==> src/rtl/core/rrjs_pkg.sv <==
// Shared types and codes for the round-robin job scheduler core.
// No dependencies.
package rrjs_pkg;

    localparam logic FUNC_ADD      = 1'b0;
    localparam logic FUNC_DISPATCH = 1'b1;

    typedef enum logic [2:0] {
        STATUS_OK        = 3'd0,
        STATUS_FULL      = 3'd1,
        STATUS_ORDER     = 3'd2,
        STATUS_ZERO_EXEC = 3'd3,
        STATUS_IDLE      = 3'd4
    } status_t;

    typedef enum logic [2:0] {
        ST_IDLE,
        ST_PEND,
        ST_PRE,
        ST_READ,
        ST_RUN,
        ST_TA,
        ST_WT,
        ST_SUM
    } state_t;

    typedef struct packed {
        logic [7:0]  id;
        logic [15:0] arr;
        logic [15:0] exe;
    } pend_entry_t;

    typedef struct packed {
        logic [7:0]  id;
        logic [15:0] arr;
        logic [15:0] exe;
        logic [15:0] rem;
    } rdy_entry_t;

    localparam logic [39:0] SUM_MAX   = 40'hFF_FFFF_FFFF;
    localparam logic [31:0] TIME_MAX  = 32'hFFFF_FFFF;
    localparam logic [15:0] COUNT_MAX = 16'hFFFF;

endpackage

==> src/rtl/core/round_robin_job_scheduler_core.sv <==
// Round-robin time-slice scheduler core: pending and ready queues in two
// registered-read memories, dispatch sequencer and running totals.
// Depends on rrjs_pkg.
//
//  channel  | handshake                 | payload
//  ---------+---------------------------+-------------------------------------
//  request  | start, busy               | func, job_id, arrival_time, exec_time
//  config   | cfg_valid, cfg_ready      | cfg_data (time slice)
//  result   | result_valid (strobe)     | status ... total_turnaround
//
// An add request completes in its accept cycle; the result strobes the next.
// A dispatch moves the N arrived jobs, one per cycle, through the pending
// memory port into the ready memory; a preempted or empty result follows the
// run state, a completed one the turnaround, wait and sum states.
// Reset clears pointers, counts, time and totals; memories are not cleared.
// The receiver cannot stall; each result is shown for one cycle only.
module round_robin_job_scheduler_core
    import rrjs_pkg::*;
#(
    parameter int MAX_JOBS = 16
)(
    input  logic        clk,
    input  logic        rst_n,
    input  logic        start,
    output logic        busy,
    input  logic        func,
    input  logic [7:0]  job_id,
    input  logic [15:0] arrival_time,
    input  logic [15:0] exec_time,
    input  logic        cfg_valid,
    output logic        cfg_ready,
    input  logic [15:0] cfg_data,
    output logic        result_valid,
    output logic [2:0]  status,
    output logic [7:0]  run_job_id,
    output logic [15:0] ran_time,
    output logic        finished,
    output logic [31:0] finish_time,
    output logic [31:0] wait_time,
    output logic [31:0] turnaround_time,
    output logic [15:0] total_finished,
    output logic [39:0] total_wait,
    output logic [39:0] total_turnaround
);

    localparam int PW = (MAX_JOBS > 1) ? $clog2(MAX_JOBS) : 1;
    localparam int CW = $clog2(MAX_JOBS + 1);
    localparam logic [PW-1:0] PTR_LAST = PW'(MAX_JOBS - 1);
    localparam logic [CW+1:0] JOBS_LIM = (CW+2)'(MAX_JOBS);

    function automatic logic [PW-1:0] ptr_inc(input logic [PW-1:0] p);
        return (p == PTR_LAST) ? '0 : p + 1'b1;
    endfunction

    // memories
    pend_entry_t pend_mem [MAX_JOBS];
    rdy_entry_t  rdy_mem  [MAX_JOBS];
    pend_entry_t pend_rd_reg;
    rdy_entry_t  rdy_rd_reg;

    logic        pend_we;
    logic [PW-1:0] pend_waddr;
    pend_entry_t pend_wdata;
    logic        rdy_we;
    logic [PW-1:0] rdy_waddr;
    rdy_entry_t  rdy_wdata;

    state_t state_reg, state_next;

    logic [PW-1:0] pend_head_reg, pend_head_next, pend_tail_reg, pend_tail_next;
    logic [PW-1:0] rdy_head_reg, rdy_head_next, rdy_tail_reg, rdy_tail_next;
    logic [CW-1:0] pend_cnt_reg, pend_cnt_next, rdy_cnt_reg, rdy_cnt_next;

    rdy_entry_t pre_job_reg, pre_job_next;
    logic       pre_valid_reg, pre_valid_next;

    logic [31:0] cur_time_reg, cur_time_next;
    logic [15:0] last_arr_reg, last_arr_next;
    logic [15:0] fin_cnt_reg, fin_cnt_next;
    logic [39:0] wait_sum_reg, wait_sum_next;
    logic [39:0] ta_sum_reg, ta_sum_next;
    logic [15:0] slice_reg, slice_next;

    // job being run
    logic [15:0] job_arr_reg, job_arr_next;
    logic [15:0] job_exe_reg, job_exe_next;

    logic        res_valid_reg, res_valid_next;
    status_t     res_status_reg, res_status_next;
    logic [7:0]  res_id_reg, res_id_next;
    logic [15:0] res_ran_reg, res_ran_next;
    logic        res_fin_reg, res_fin_next;
    logic [31:0] res_wait_reg, res_wait_next;
    logic [31:0] res_ta_reg, res_ta_next;

    logic        accept;
    logic [CW+1:0] jobs_inside;
    logic        pend_arrived;
    logic [15:0] slice_eff;
    logic [15:0] run_len;
    logic [32:0] time_sum;
    logic [15:0] rem_left;
    logic [40:0] wsum_wide;
    logic [40:0] tsum_wide;

    assign accept       = start && (state_reg == ST_IDLE);
    assign jobs_inside  = (CW+2)'(pend_cnt_reg) + (CW+2)'(rdy_cnt_reg)
                        + (CW+2)'(pre_valid_reg);
    assign pend_arrived = (pend_cnt_reg != '0) && ({16'd0, pend_rd_reg.arr} <= cur_time_reg);
    assign slice_eff    = (slice_reg == 16'd0) ? 16'd1 : slice_reg;
    assign run_len      = (rdy_rd_reg.rem < slice_eff) ? rdy_rd_reg.rem : slice_eff;
    assign time_sum     = {1'b0, cur_time_reg} + {17'd0, run_len};
    assign rem_left     = rdy_rd_reg.rem - run_len;
    assign wsum_wide    = {1'b0, wait_sum_reg} + {9'd0, res_wait_reg};
    assign tsum_wide    = {1'b0, ta_sum_reg} + {9'd0, res_ta_reg};

    // next state
    always_comb
    begin
        state_next = state_reg;
        unique case (state_reg)
            ST_IDLE:
            begin
                if (accept && func == FUNC_DISPATCH)
                    state_next = ST_PEND;
            end
            ST_PEND:
            begin
                if (!pend_arrived)
                    state_next = ST_PRE;
            end
            ST_PRE:  state_next = ST_READ;
            ST_READ: state_next = ST_RUN;
            ST_RUN:
            begin
                if (rdy_cnt_reg != '0 && rem_left == 16'd0)
                    state_next = ST_TA;
                else
                    state_next = ST_IDLE;
            end
            ST_TA:   state_next = ST_WT;
            ST_WT:   state_next = ST_SUM;
            ST_SUM:  state_next = ST_IDLE;
            default: state_next = ST_IDLE;
        endcase
    end

    // datapath
    always_comb
    begin
        pend_head_next  = pend_head_reg;
        pend_tail_next  = pend_tail_reg;
        pend_cnt_next   = pend_cnt_reg;
        rdy_head_next   = rdy_head_reg;
        rdy_tail_next   = rdy_tail_reg;
        rdy_cnt_next    = rdy_cnt_reg;
        pre_job_next    = pre_job_reg;
        pre_valid_next  = pre_valid_reg;
        cur_time_next   = cur_time_reg;
        last_arr_next   = last_arr_reg;
        fin_cnt_next    = fin_cnt_reg;
        wait_sum_next   = wait_sum_reg;
        ta_sum_next     = ta_sum_reg;
        slice_next      = slice_reg;
        job_arr_next    = job_arr_reg;
        job_exe_next    = job_exe_reg;
        res_valid_next  = 1'b0;
        res_status_next = res_status_reg;
        res_id_next     = res_id_reg;
        res_ran_next    = res_ran_reg;
        res_fin_next    = res_fin_reg;
        res_wait_next   = res_wait_reg;
        res_ta_next     = res_ta_reg;
        pend_we         = 1'b0;
        pend_waddr      = pend_tail_reg;
        pend_wdata      = '{id: job_id, arr: arrival_time, exe: exec_time};
        rdy_we          = 1'b0;
        rdy_waddr       = rdy_tail_reg;
        rdy_wdata       = '{id: pend_rd_reg.id, arr: pend_rd_reg.arr,
                            exe: pend_rd_reg.exe, rem: pend_rd_reg.exe};

        if (cfg_valid && cfg_ready)
            slice_next = cfg_data;

        unique case (state_reg)
            ST_IDLE:
            begin
                if (accept && func == FUNC_ADD)
                begin
                    res_valid_next = 1'b1;
                    res_id_next    = '0;
                    res_ran_next   = '0;
                    res_fin_next   = 1'b0;
                    res_wait_next  = '0;
                    res_ta_next    = '0;
                    if (jobs_inside >= JOBS_LIM)
                        res_status_next = STATUS_FULL;
                    else if (arrival_time < last_arr_reg)
                        res_status_next = STATUS_ORDER;
                    else if (exec_time == 16'd0)
                        res_status_next = STATUS_ZERO_EXEC;
                    else
                    begin
                        res_status_next = STATUS_OK;
                        pend_we         = 1'b1;
                        pend_tail_next  = ptr_inc(pend_tail_reg);
                        pend_cnt_next   = pend_cnt_reg + 1'b1;
                        last_arr_next   = arrival_time;
                    end
                end
            end
            ST_PEND:
            begin
                if (pend_arrived)
                begin
                    rdy_we         = 1'b1;
                    rdy_tail_next  = ptr_inc(rdy_tail_reg);
                    rdy_cnt_next   = rdy_cnt_reg + 1'b1;
                    pend_head_next = ptr_inc(pend_head_reg);
                    pend_cnt_next  = pend_cnt_reg - 1'b1;
                end
            end
            ST_PRE:
            begin
                if (pre_valid_reg)
                begin
                    rdy_we         = 1'b1;
                    rdy_wdata      = pre_job_reg;
                    rdy_tail_next  = ptr_inc(rdy_tail_reg);
                    rdy_cnt_next   = rdy_cnt_reg + 1'b1;
                    pre_valid_next = 1'b0;
                end
                else if (rdy_cnt_reg == '0 && pend_cnt_reg != '0)
                begin
                    // nothing ready: jump ahead to the next arrival
                    rdy_we         = 1'b1;
                    rdy_tail_next  = ptr_inc(rdy_tail_reg);
                    rdy_cnt_next   = rdy_cnt_reg + 1'b1;
                    pend_head_next = ptr_inc(pend_head_reg);
                    pend_cnt_next  = pend_cnt_reg - 1'b1;
                    if ({16'd0, pend_rd_reg.arr} > cur_time_reg)
                        cur_time_next = {16'd0, pend_rd_reg.arr};
                end
            end
            ST_READ:
            begin
            end
            ST_RUN:
            begin
                res_fin_next  = 1'b0;
                res_wait_next = '0;
                res_ta_next   = '0;
                if (rdy_cnt_reg == '0)
                begin
                    res_valid_next  = 1'b1;
                    res_status_next = STATUS_IDLE;
                    res_id_next     = '0;
                    res_ran_next    = '0;
                end
                else
                begin
                    res_status_next = STATUS_OK;
                    res_id_next     = rdy_rd_reg.id;
                    res_ran_next    = run_len;
                    rdy_head_next   = ptr_inc(rdy_head_reg);
                    rdy_cnt_next    = rdy_cnt_reg - 1'b1;
                    cur_time_next   = time_sum[32] ? TIME_MAX : time_sum[31:0];
                    job_arr_next    = rdy_rd_reg.arr;
                    job_exe_next    = rdy_rd_reg.exe;
                    if (rem_left != 16'd0)
                    begin
                        res_valid_next = 1'b1;
                        pre_valid_next = 1'b1;
                        pre_job_next   = '{id: rdy_rd_reg.id, arr: rdy_rd_reg.arr,
                                           exe: rdy_rd_reg.exe, rem: rem_left};
                    end
                end
            end
            ST_TA:
            begin
                res_ta_next = (cur_time_reg > {16'd0, job_arr_reg})
                            ? cur_time_reg - {16'd0, job_arr_reg} : '0;
            end
            ST_WT:
            begin
                res_wait_next = (res_ta_reg > {16'd0, job_exe_reg})
                              ? res_ta_reg - {16'd0, job_exe_reg} : '0;
                ta_sum_next   = tsum_wide[40] ? SUM_MAX : tsum_wide[39:0];
            end
            ST_SUM:
            begin
                res_valid_next = 1'b1;
                res_fin_next   = 1'b1;
                wait_sum_next  = wsum_wide[40] ? SUM_MAX : wsum_wide[39:0];
                if (fin_cnt_reg != COUNT_MAX)
                    fin_cnt_next = fin_cnt_reg + 1'b1;
            end
            default:
            begin
            end
        endcase
    end

    // outputs
    always_comb
    begin
        busy            = (state_reg != ST_IDLE);
        cfg_ready       = 1'b1;
        result_valid    = res_valid_reg;
        status          = res_status_reg;
        run_job_id      = res_id_reg;
        ran_time        = res_ran_reg;
        finished        = res_fin_reg;
        finish_time     = cur_time_reg;
        wait_time       = res_wait_reg;
        turnaround_time = res_ta_reg;
        total_finished  = fin_cnt_reg;
        total_wait      = wait_sum_reg;
        total_turnaround = ta_sum_reg;
    end

    // pending memory: read follows the next head so the read register holds the new head right after a pop
    always_ff @(posedge clk)
    begin
        if (pend_we)
            pend_mem[pend_waddr] <= pend_wdata;
        pend_rd_reg <= pend_mem[pend_head_next];
    end

    // ready memory: writes never happen in the cycle before its data is used
    always_ff @(posedge clk)
    begin
        if (rdy_we)
            rdy_mem[rdy_waddr] <= rdy_wdata;
        rdy_rd_reg <= rdy_mem[rdy_head_reg];
    end

    always_ff @(posedge clk or negedge rst_n)
    begin
        if (!rst_n)
        begin
            state_reg      <= ST_IDLE;
            pend_head_reg  <= '0;
            pend_tail_reg  <= '0;
            pend_cnt_reg   <= '0;
            rdy_head_reg   <= '0;
            rdy_tail_reg   <= '0;
            rdy_cnt_reg    <= '0;
            pre_valid_reg  <= 1'b0;
            cur_time_reg   <= '0;
            last_arr_reg   <= '0;
            fin_cnt_reg    <= '0;
            wait_sum_reg   <= '0;
            ta_sum_reg     <= '0;
            slice_reg      <= 16'd2;
            res_valid_reg  <= 1'b0;
        end
        else
        begin
            state_reg      <= state_next;
            pend_head_reg  <= pend_head_next;
            pend_tail_reg  <= pend_tail_next;
            pend_cnt_reg   <= pend_cnt_next;
            rdy_head_reg   <= rdy_head_next;
            rdy_tail_reg   <= rdy_tail_next;
            rdy_cnt_reg    <= rdy_cnt_next;
            pre_valid_reg  <= pre_valid_next;
            cur_time_reg   <= cur_time_next;
            last_arr_reg   <= last_arr_next;
            fin_cnt_reg    <= fin_cnt_next;
            wait_sum_reg   <= wait_sum_next;
            ta_sum_reg     <= ta_sum_next;
            slice_reg      <= slice_next;
            res_valid_reg  <= res_valid_next;
        end
    end

    always_ff @(posedge clk)
    begin
        pre_job_reg    <= pre_job_next;
        job_arr_reg    <= job_arr_next;
        job_exe_reg    <= job_exe_next;
        res_status_reg <= res_status_next;
        res_id_reg     <= res_id_next;
        res_ran_reg    <= res_ran_next;
        res_fin_reg    <= res_fin_next;
        res_wait_reg   <= res_wait_next;
        res_ta_reg     <= res_ta_next;
    end

endmodule
==> config.mk <==
export PLATFORM = sky130hd
export DESIGN_NAME = round_robin_job_scheduler_core
export DESIGN_NICKNAME = d
export VERILOG_FILES = /design/src/rtl/core/rrjs_pkg.sv /design/src/rtl/core/round_robin_job_scheduler_core.sv
export SDC_FILE = /design/constraint.sdc
export NUM_CORES = 2
export LEC_CHECK = 0
export BUFFER_PORTS_ARGS = -buffer_cell sky130_fd_sc_hd__buf_2
export CAP_MARGIN = 20
export CORE_UTILIZATION = 55
export DETAILED_ROUTE_END_ITERATION = 12
export PLACE_DENSITY = 0.74
export SLEW_MARGIN = 20
export SYNTH_ARGS = -nofsm -noshare
export SYNTH_HDL_FRONTEND = slang
export SYNTH_SLANG_ARGS = --single-unit
==> constraint.sdc <==
create_clock -name clk -period 9.5 [get_ports clk]
set_input_delay 0.475 -clock clk [delete_from_list [all_inputs] [get_ports clk]]
set_output_delay 0.475 -clock clk [all_outputs]
set_load 0.02 [all_outputs]
==> flow_metrics.env <==
export IMPL_outcome="finished clean"
export IMPL_placement_cell_area_sq_um=87500
export IMPL_rsz0062_at_grt="false"
export IMPL_post_route_period_util_pct=82.9
export IMPL_worstPathRequired_ps=9930
export IMPL_finClkSkew_ps=58.6
export IMPL_num_rows=142
export IMPL_track_usage_pct=28.9
export IMPL_drt_pre_antenna_iters=6
export IMPL_cp_data_arrival_time_ps=8300
export IMPL_max_cap_viols=0
export IMPL_hold_violations=0
export IMPL_antenna_left=0
export IMPL_number_of_enable_flip_flop_cells_after_synthesis=1716
export IMPL_vdd_drop_max_uv=471
export IMPL_pre_cts_slack_ps=1850
export IMPL_dominantRegCellSynth="edfxtp_1"
export IMPL_largest_register="rdy_mem"
export IMPL_dp_hpwl_mm=135
export IMPL_worst_slew_pin_transition_ps=1270
export IMPL_grt_overflow=0
export IMPL_leakagePower_nw=33.3
export IMPL_ys_warnings_count=0
export IMPL_layout_area_seq_sq_um=58200
export IMPL_slew_headroom_pct=15.3
export IMPL_clock_edge_transition_at_the_registers_on_the_reported_setup_and_hold_paths_ps=60
export IMPL_cts_root_buffer_cell="clkbuf_16"
export IMPL_initial_utilization_pct=55.6
export IMPL_setup_worst_path_start_class="flop"
export IMPL_post_route_worst_setup_slack_ps=1630
export IMPL_combinational_family_with_the_most_area_after_synthesis="multiplexers"
export IMPL_post_route_cell_area_sq_um=94600
export IMPL_share_of_synthesized_area_occupied_by_flip_flops_and_latches_pct=69.7
export IMPL_layout_filler_cells=10439
export IMPL_multi_input_comb_area_sq_um=24100
export IMPL_first_global_vias=47052
export IMPL_synth_cell_area_sq_um=83600
export IMPL_synth_mux_area_fraction_pct=12.6
export IMPL_flops_latches_synth=2003
export IMPL_layout_drive_gt1_share_pct=22.6
export IMPL_timing_hold_worst_class="input pin to flop"
export IMPL_design_core_area_sq_um=150000
export IMPL_final_layout_setup_total_negative_slack_ps=0
export IMPL_finalHoldWorstSlack_ps=41.5
export IMPL_syn_to_final_growth_pct=13.2
export IMPL_first_pass_grt_wire_length_mm=320
export IMPL_number_of_gates_given_a_new_drive_strength_after_cts=0
export IMPL_remaining_routing_drc_violations=0
export IMPL_synth_fa_ha_area_share_pct=2.92
export IMPL_final_net_count=5550
export IMPL_first_iter_violations=5594
export IMPL_syn_inst=4929
export IMPL_buffer_ports_inserted=282
export IMPL_worst_setup_path_end_kind="flop"
export IMPL_post_synth_num_cell_types=106
export IMPL_via_per_inst=6.40
export IMPL_setup_viol_count_final=0
export IMPL_cp_max_fo=49
export IMPL_synth_xor_xnor_area_share_pct=1.34
export IMPL_synthSimpleGateAreaFrac_pct=5.59
export IMPL_layout_cells_most_common="edfxtp_1"
export IMPL_route_vias_total=47974
export IMPL_power_per_cell_area_nw_per_um2=340
export IMPL_leading_cell_types_in_the_layout_fill_and_taps_excluded="edfxtp_1, mux4_2, nand2_1"
export IMPL_gp_routability_congestion=0.956
export IMPL_crit_type="flop to flop"
export IMPL_die_x_microns=392
export IMPL_synth_async_reset_ratio_pct=9.54
export IMPL_report_final_slew_viol_count=0
export IMPL_syn_num_nets=5171
export IMPL_synth_compound_gate_area_share_pct=5.98
export IMPL_period_minus_slack_ps=7870
export IMPL_pin_count_of_the_biggest_net_entering_global_routing=114
export IMPL_r2r_worst_path_cells=23
export IMPL_final_wirelength_mm=220
export IMPL_cts_num_sinks=2003
export IMPL_initial_antenna_violation_count=11
export IMPL_floorplan_io_pins=284
export IMPL_die_height_microns=392
export IMPL_tritoncts_clock_tree="built"
export IMPL_layout_top_registers="rdy_mem: 896 flops, pend_mem: 640 flops"
export IMPL_largest_register_ffs=896
export IMPL_drt_wirelength_per_cell_microns=29.4
export IMPL_cts_buf_count=196
export IMPL_htreeDepth=4
export IMPL_clock_fmax_ghz=0.127
export IMPL_worst_hold_path_num_cells=3
export IMPL_post_synth_cell_area_avg_sq_um=17.0
export IMPL_die_area_sq_um=154000
export IMPL_number_of_buffers_between_clock_root_and_the_deepest_sink=3
export IMPL_worstSkewPairLatency_ps=840
[final timing paths]
kind	start	to	slack, ps
max	slice_reg[11]	pre_job_reg[33]	1630
min	cfg_data[10]	slice_reg[10]	40
max reg2reg	slice_reg[11]	pre_job_reg[33]	1630
min reg2reg	rdy_rd_reg[53]	pre_job_reg[53]	410
max in group asynchronous	rst_n	rdy_head_reg[2]	7070
min in group asynchronous	rst_n	total_finished[11]	340
[synth_stat cells, types with 90 or more instances]
cell type  number  share of area (%)
nor2_1        163               0.73
clkbuf_1      133               0.60
a21oi_1       145               0.87
dfrtp_1       190                5.7
mux4_2        440                 12
ha_1          175                2.6
nand2_1       417                1.9
edfxtp_1     1716                 62
inv_1         173               0.78
o21ai_0       165               0.99
xnor2_1        90               0.94
dfxtp_1        96                2.3
[power by group]
| group | internal [mW] | leakage, nW | switching [mW] |
|---|---|---|---|
| sequential | 11.5 | 18.7 | 1.05 |
| clock | 4.59 | 3.27 | 3.42 |
| combinational | 4.71 | 11.3 | 6.94 |
| total | 20.8 | 33.3 | 11.4 |
[repair_timing]
action	CTS	global route
hold buffers	35	0
buffers inserted	0	0
endpoints found under the setup margin	0	0
endpoints found under the hold margin	469	0
[layout make-up]
cell class	instances	share of cell area, %
Inverter	175	0.694
Multi-Input combinational cell	2539	25.4
Timing Repair Buffer	393	2.55
Clock buffer	260	5.69
Clock inverter	111	1.41
Sequential cell	2003	61.6
Tap cell	2016	2.67
Antenna cell	1	0.00265
[per-stage QoR]
| stage | utilization, % | instances | total power [mW] |
|---|---|---|---|
| 6_report | 62.9 | 7498 | 32.2 |
| 3_3_place_gp | 58.2 | 7090 | 23.9 |
| 5_1_grt | 62.9 | 7497 | 33.6 |
| 4_1_cts | 62.9 | 7496 | 32.2 |
| 3_5_place_dp | 58.2 | 7090 | 24.2 |
| 2_1_floorplan | - | 4929 | 20.5 |
[kinds of logic after synthesis]
| group | count (synthesis) |
|---|---|
| AO/OA/AOI/OAI | 746 |
| buffers and inverters | 387 |
| flip-flops | 2003 |
| AND/OR/NAND/NOR | 975 |
| multiplexers | 495 |
| other | 1 |
| adder cells (fa/ha/maj) | 194 |
| XOR/XNOR | 128 |
[critical path: stages (launching register included)]
cell and delay, ps:
dfrtp_1 480, inv_1 120, ha_1 310, a21oi_1 150, o21ai_0 140, a211oi_1 970, o21ai_4 470, a21oi_1 500
ha_1 410, inv_1 80, ha_1 260, o31a_1 290, o31ai_1 370, maj3_1 260, o21a_1 230, a31oi_1 160
o221a_2 310, o31a_2 300, o21a_1 180, nor2_1 120, xnor2_1 180, nor4bb_1 140, nor2_4 290, buf_4 690
[routing by layer]
metal  global-route usage (%)  part of all wire, %  vias up
met4                     9.94                  3.3       20
met2                     44.7                   47     2554
li1                         -                    -    20259
met1                     41.0                   40    24760
met5                        0                0.047        -
met3                     6.41                   10      381
No activity file was read; power rests on OpenSTA's default activity.
